File: config.mk
export PLATFORM = sky130hd
export DESIGN_NAME = vocppm_div
export DESIGN_NICKNAME = d
export VERILOG_FILES = /design/src/hw/rtl/assert_macros.svh /design/src/hw/rtl/vocppm_div.sv
export SDC_FILE = /design/constraint.sdc
export NUM_CORES = 2
export LEC_CHECK = 0
export BUFFER_PORTS_ARGS = -buffer_cell sky130_fd_sc_hd__clkbuf_2
export CAP_MARGIN = 20
export CORE_MARGIN = 2
export CORE_UTILIZATION = 70
export CTS_BUF_LIST = sky130_fd_sc_hd__clkbuf_8
export DETAILED_ROUTE_END_ITERATION = 7
export HOLD_SLACK_MARGIN = 0.06
export PLACE_DENSITY = 0.87
export REMOVE_ABC_BUFFERS = 1
export SLEW_MARGIN = 10
export SYNTH_ARGS = -nofsm -noshare
export SYNTH_HDL_FRONTEND = slang
export SYNTH_SLANG_ARGS = --single-unit
File: constraint.sdc
create_clock -name clock -period 7 [get_ports clock]
set_input_delay 0.35 -clock clock [delete_from_list [all_inputs] [get_ports clock]]
set_output_delay 0.35 -clock clock [all_outputs]
set_load 0.005 [all_outputs]
File: src/hw/rtl/assert_macros.svh
// Assertion macros for the RTL of the converter, included by its top module.
`ifndef ASSERT_MACROS_SVH
`define ASSERT_MACROS_SVH

// A property that must hold at every rising clock edge outside reset.
`define ASSERT_ALWAYS(label, clk, rst, prop, msg) \
   label: assert property (@(posedge clk) disable iff (rst) (prop)) else $error(msg);

// An antecedent that must be followed by a consequent in the same cycle.
`define ASSERT_IMPLY(label, clk, rst, ante, cons, msg) \
   label: assert property (@(posedge clk) disable iff (rst) (ante) |-> (cons)) else $error(msg);

// An antecedent that must be followed by a consequent in the next cycle.
`define ASSERT_NEXT(label, clk, rst, ante, cons, msg) \
   label: assert property (@(posedge clk) disable iff (rst) (ante) |=> (cons)) else $error(msg);

`endif

File: src/hw/rtl/vocppm_div.sv
// Pipelined restoring divider, one quotient bit per stage, with a sideband.
`default_nettype none

module vocppm_div #(
   parameter int NUM_W  = 29,
   parameter int DEN_W  = 12,
   parameter int SIDE_W = 2
) (
   input  wire logic              clock,
   input  wire logic              reset,
   input  wire logic              enable,
   input  wire logic              in_valid,
   input  wire logic [NUM_W-1:0]  in_num,
   input  wire logic [DEN_W-1:0]  in_den,
   input  wire logic [SIDE_W-1:0] in_side,
   output logic                   out_valid,
   output logic [NUM_W-1:0]       out_quot,
   output logic [SIDE_W-1:0]      out_side
);

   localparam int ACC_W = DEN_W + NUM_W;

   // Per stage: partial remainder above the numerator bits still to shift in.
   logic [ACC_W-1:0]  acc_ff   [NUM_W];
   logic [DEN_W-1:0]  den_ff   [NUM_W];
   logic [SIDE_W-1:0] side_ff  [NUM_W];
   logic              valid_ff [NUM_W];

   for (genvar i = 0; i < NUM_W; i++) begin : g_stage
      logic [ACC_W-1:0]  acc_prev;
      logic [DEN_W-1:0]  den_prev;
      logic [SIDE_W-1:0] side_prev;
      logic              valid_prev;
      logic [ACC_W:0]    shifted;
      logic [DEN_W:0]    top;
      logic [DEN_W:0]    diff;
      logic [ACC_W-1:0]  acc_in;

      if (i == 0) begin : g_first
         assign acc_prev   = {{DEN_W{1'b0}}, in_num};
         assign den_prev   = in_den;
         assign side_prev  = in_side;
         assign valid_prev = in_valid;
      end else begin : g_next
         assign acc_prev   = acc_ff[i-1];
         assign den_prev   = den_ff[i-1];
         assign side_prev  = side_ff[i-1];
         assign valid_prev = valid_ff[i-1];
      end

      // Shift one numerator bit in and subtract the divisor where it fits.
      always_comb begin
         shifted = {acc_prev, 1'b0};
         top     = shifted[ACC_W:NUM_W];
         diff    = top - {1'b0, den_prev};
         if (top >= {1'b0, den_prev}) begin
            acc_in = {diff[DEN_W-1:0], shifted[NUM_W-1:1], 1'b1};
         end else begin
            acc_in = shifted[ACC_W-1:0];
         end
      end

      always_ff @(posedge clock) begin
         if (reset) begin
            valid_ff[i] <= 1'b0;
         end else if (enable) begin
            valid_ff[i] <= valid_prev;
         end
      end

      always_ff @(posedge clock) begin
         if (enable) begin
            acc_ff[i]  <= acc_in;
            den_ff[i]  <= den_prev;
            side_ff[i] <= side_prev;
         end
      end
   end

   // The quotient has filled the low bits after the last stage.
   assign out_valid = valid_ff[NUM_W-1];
   assign out_quot  = acc_ff[NUM_W-1][NUM_W-1:0];
   assign out_side  = side_ff[NUM_W-1];

endmodule : vocppm_div

`default_nettype wire

Word-level counts from Yosys, hierarchy flattened:

Memory sizes are Yosys's and may differ from the RTL's.
Index checks and enable logic that the tools add are counted.
W data, S select, Z words.

* bits in writable memories: 1624
* memories: 4
* output and inout bits: 32
* bits of input ports: 47
* register bits after elaboration: 0

Memories
* acc_ff: depth 29, width 41, rd ports 29, clocked after Yosys merged registers in 0, wr ports 29, line vocppm_div.sv:24 `logic [ACC_W-1:0] acc_ff [NUM_W];`
* den_ff: depth 29, width 12, rd ports 28, clocked after Yosys merged registers in 0, wr ports 29, line vocppm_div.sv:25 `logic [DEN_W-1:0] den_ff [NUM_W];`
* side_ff: depth 29, width 2, rd ports 29, clocked after Yosys merged registers in 0, wr ports 29, line vocppm_div.sv:26 `logic [SIDE_W-1:0] side_ff [NUM_W];`
* valid_ff: depth 29, width 1, rd ports 29, clocked after Yosys merged registers in 0, wr ports 29, line vocppm_div.sv:27 `logic valid_ff [NUM_W];`

* order comparisons: 29
* add/sub/neg operators: 29
* bitwise logic cells: 29
* multiplexer cells: 64

Operators with widths (number)
* $mux W41: 29
* $ge A13 B12 Y1: 28
* $sub A12 B12 Y12: 28
* $mux W1: 35
* $or A1 B1 Y1: 29
* $ge A1 B12 Y1: 1
* $sub A1 B12 Y12: 1

Depth between registers and ports, before layout:

* word-level depth: 4
* mapped depth: 10

Worst setup path after synthesis:

No wires, ideal clock.

* path type: register to register
* start point: memory den_ff[22][1] (netlist: den_ff[1][73])
* end point: memory acc_ff[5][156] in the netlist's numbering (data pin)
* buffers on the path: 1
* path slack: 4157 ps
* stages on the path, launching flop included: 11
* clock period less this slack: 2843 ps
* setup time: 260 ps
* arrival time: 2583 ps
* cells stage by stage: edfxtp_1 > inv_1 > ha_1 > nor2b_4 > o31a_1 > or3_4 > a21oi_4 > a21oi_2 > a2111oi_4 > buf_6 > mux2_4

RTL lines (line)
* start, declared: vocppm_div.sv:25
* end, declared: vocppm_div.sv:24

==> flow_summary.toml <==
[outcome]
run_status = "completed"

[place]
dpl.hpwl_um = 69100
numPortBuffers = 78
place_congestion = 0.866

[setup_path]
worstPathRequired_ns = 7.65
critical_path.most_common_cell = "a41oi_1"
cpMaxStageDelayCell = "a41oi_1"
max_stage_delay_ns = 0.64
arrival_ns = 3.93
regToRegStartpoint = "den_ff[0][121]"
endpoint_kind = "flip-flop"
cp_max_fo = 7
crit_path_start_kind = "flip-flop"
r2r-end = "acc_ff[2][154]"
rr_worst_depth = 10
critical_path.cell_chain = "inv_1 -> ha_1 -> nor2b_1 -> o21ai_0 -> nand2b_1 -> a41oi_1 -> o21ai_1 -> a41oi_1 -> buf_4 -> mux2_2"
regToRegSetupSlack_ns = 3.71
critPathKind = "flip-flop to flip-flop"

[flow_run]
cap_violations = 0

[sta]
maxSlewHeadroom_pct = 31.6
period_share_pct = 47.0
period_minus_slack_ns = 3.29
setup_violations = 0
hold_violations = 0
worstMarginPinSlew_ns = 1.03
drv_slew = 0
setup_tns_ns = 0
fmax_ghz = 0.304
hold_slack_ns = 0.156
rsz0062_at_grt = "no"
skew_ns = 0.0353

[global_route]
overflow = 0
grt_pass1_wl_um = 175000
grt_antenna_before_repair = 3
grt_pass1_vias = 35800
grt_max_degree = 187
grt_use_total_pct = 22.2

[power_and_ir_drop]
p_switching_w = 0.00893
power_density_nw_per_um2 = 396
power.clock.fraction_pct = 23.5
p_seq_share_pct = 45.6
swShare_pct = 30.2
comb_power_share_pct = 30.9
ir_worst_vdd_uv = 221
p_int_w = 0.0207
power.leakage_nw = 29.2

[yosys]
synth_ff_type = "edfxtp_1"
yosys_warnings = 0
ys_types = 59
yosysSeqAreaShare_pct = 71.0
synthArstFlopShare_pct = 0
ys_ff_latch = 1600
synth_edf_count = 1600
avgSynthCellArea_um2 = 15.8
synthCells = 4289
netlist_area_um2 = 67600

[routing]
num_vias = 35300
drc = 0
wire_per_inst_um = 17.7
firstDrtPassIters = 5
drtAntennaViolNets = 0
first_iter_violations = 2679
wl_um = 108000
viasPerCell = 5.77

[cells_and_area]
layout.nets = 5056
drive_above_1_share_pct = 14.1
area_growth_pct = 10.5
num-fill-cells = 5275

[clock_network]
htreeDepth = 4
cts_resized = 0
cts_hold_buf = 47
clock-root-buffer = "clkbuf_8"
cts_buffer_depth = 3
cts.sinks = 1600
clk_pin_slew_ns = 0.06
post_cts_buffers = 0
clock_latency_ns = 0.92
cts_tree = "done"
cts-buffers-inserted = 236

[min_path]
hold_path_end = "acc_ff[0][16]"
hp-start = "in_num[15]"
min_delay_path_depth = 2
hold_path.class = "primary input to flip-flop"

[die]
start_util_pct = 70.3
die_w_um = 315
ios = 79
fp-row-count = 114
die_area_um2 = 99100
core_um2 = 96300
die_h_um = 315
worst max path at each step:
| stage | start | end | slack [ns] | depth (start not counted) |
|---|---|---|---|---|
| 6_report | den_ff[0][121] | acc_ff[2][154] | 3.71 | 10 |
| 5_1_grt | den_ff[0][121] | acc_ff[2][154] | 3.52 | 10 |
| 4_1_cts | den_ff[1][73] | acc_ff[5][155] | 3.46 | 9 |
| 3_5_place_dp | den_ff[1][73] | acc_ff[5][155] | 3.48 | 9 |
| 3_3_place_gp | den_ff[1][73] | acc_ff[5][154] | 3.57 | 9 |
| 2_1_floorplan | den_ff[0][25] | acc_ff[0][154] | 3.84 | 9 |
power by group through the flow:
stage	combinational [W]	clock, W	sequential [W]
final	0.00916	0.00695	0.0135
after global routing	0.0101	0.00754	0.0136
after CTS	0.00905	0.00715	0.0135
after detailed placement	0.00888	0	0.0136
after global placement	0.00849	0	0.0136
after floorplan	0.00704	0	0.0133
cell usage after synthesis, types with 22 or more instances:
master     number  area, µm²
edfxtp_1     1600      48000
inv_1         432       1620
ha_1          338       4230
mux2_2        218       2450
a21oi_1       208       1040
nor2_1        142        533
o21ai_0       142        711
a21o_1        119        893
xnor2_1       114        998
xor2_1        100        876
nand2_1        98        368
nand3_1        83        415
nor2b_1        70        438
mux2i_1        47        470
and2_1         45        282
nand2b_1       45        282
o21a_1         42        315
and3_1         34        213
a31oi_1        33        206
nor3_1         29        145
fa_1           27        541
o31a_1         27        236
a2111oi_0      25        219
clkbuf_1       23       86.3
or3_1          22        138
cells in the final DEF (no fill, tap or decap), types with 72 or more instances in the layout:
cell	count
edfxtp_1	1600
inv_1	496
ha_1	338
clkbuf_8	238
mux2_2	218
a21oi_1	208
nor2_1	142
o21ai_0	142
a21o_1	119
xnor2_1	114
xor2_1	100
nand2_1	98
nand3_1	83
clkbuf_2	77
clkinv_1	72
logic make-up after synthesis:
logic type | Yosys count | synth area share, %
AOI/OAI and AO/OA | 742 | 7.27
xor gates and xnor gates | 214 | 2.77
buffers and inverters | 478 | 2.73
DFF | 1600 | 71.0
and+or+nand+nor | 618 | 4.68
muxes | 272 | 4.48
adders and majority gates | 365 | 7.05
area by class of cell:
class                           instances  area (µm²)  area share [%]
Antenna cell                            3        7.51          0.0100
Clock buffer                          238        3280            4.38
Clock inverter                        197        1130            1.51
Inverter                              433        1630            2.18
Multi-Input combinational cell       2211       17800            23.8
Sequential cell                      1600       48000            64.3
Tap cell                             1276        1600            2.14
Timing Repair Buffer                  162        1230            1.65
stage by stage:
stage | util (%) | area, µm² | worst slack, ns | instances | total power [W]
final | 77.6 | 74700 | 3.71 | 6120 | 0.0296
after global routing | 77.6 | 74700 | 3.52 | 6120 | 0.0312
after CTS | 77.6 | 74700 | 3.46 | 6114 | 0.0297
after detailed placement | 72.5 | 69800 | 3.48 | 5632 | 0.0225
after global placement | 72.5 | 69800 | 3.57 | 5630 | 0.0221
after floorplan | - | 67400 | 3.84 | 4244 | 0.0203
state kept, by name, summed over array words and instances, names as in the netlist:
signal    count
acc_ff     1177
side_ff      58
den_ff      336
valid_ff     29
worst max-delay path: cells and delay by family, from the launching register on:
family | cells | cell delay [ns]
AOI/OAI and AO/OA | 4 | 1.33
DFF | 1 | 0.43
buffers and inverters | 2 | 0.36
muxes | 1 | 0.34
adders and majority gates | 1 | 0.30
and+or+nand+nor | 2 | 0.27
per-layer routing:
layer / vias up / global-route usage [%] / part of all wire (%)
met4: 0 / 9.36 / 3.1
met3: 262 / 4.26 / 5.2
met1: 17100 / 28.9 / 42
li1: 17000 / - / -
met2: 1027 / 37.0 / 49
met5: - / 0 / 0
Note: power is estimated with default switching activity, not from simulation.
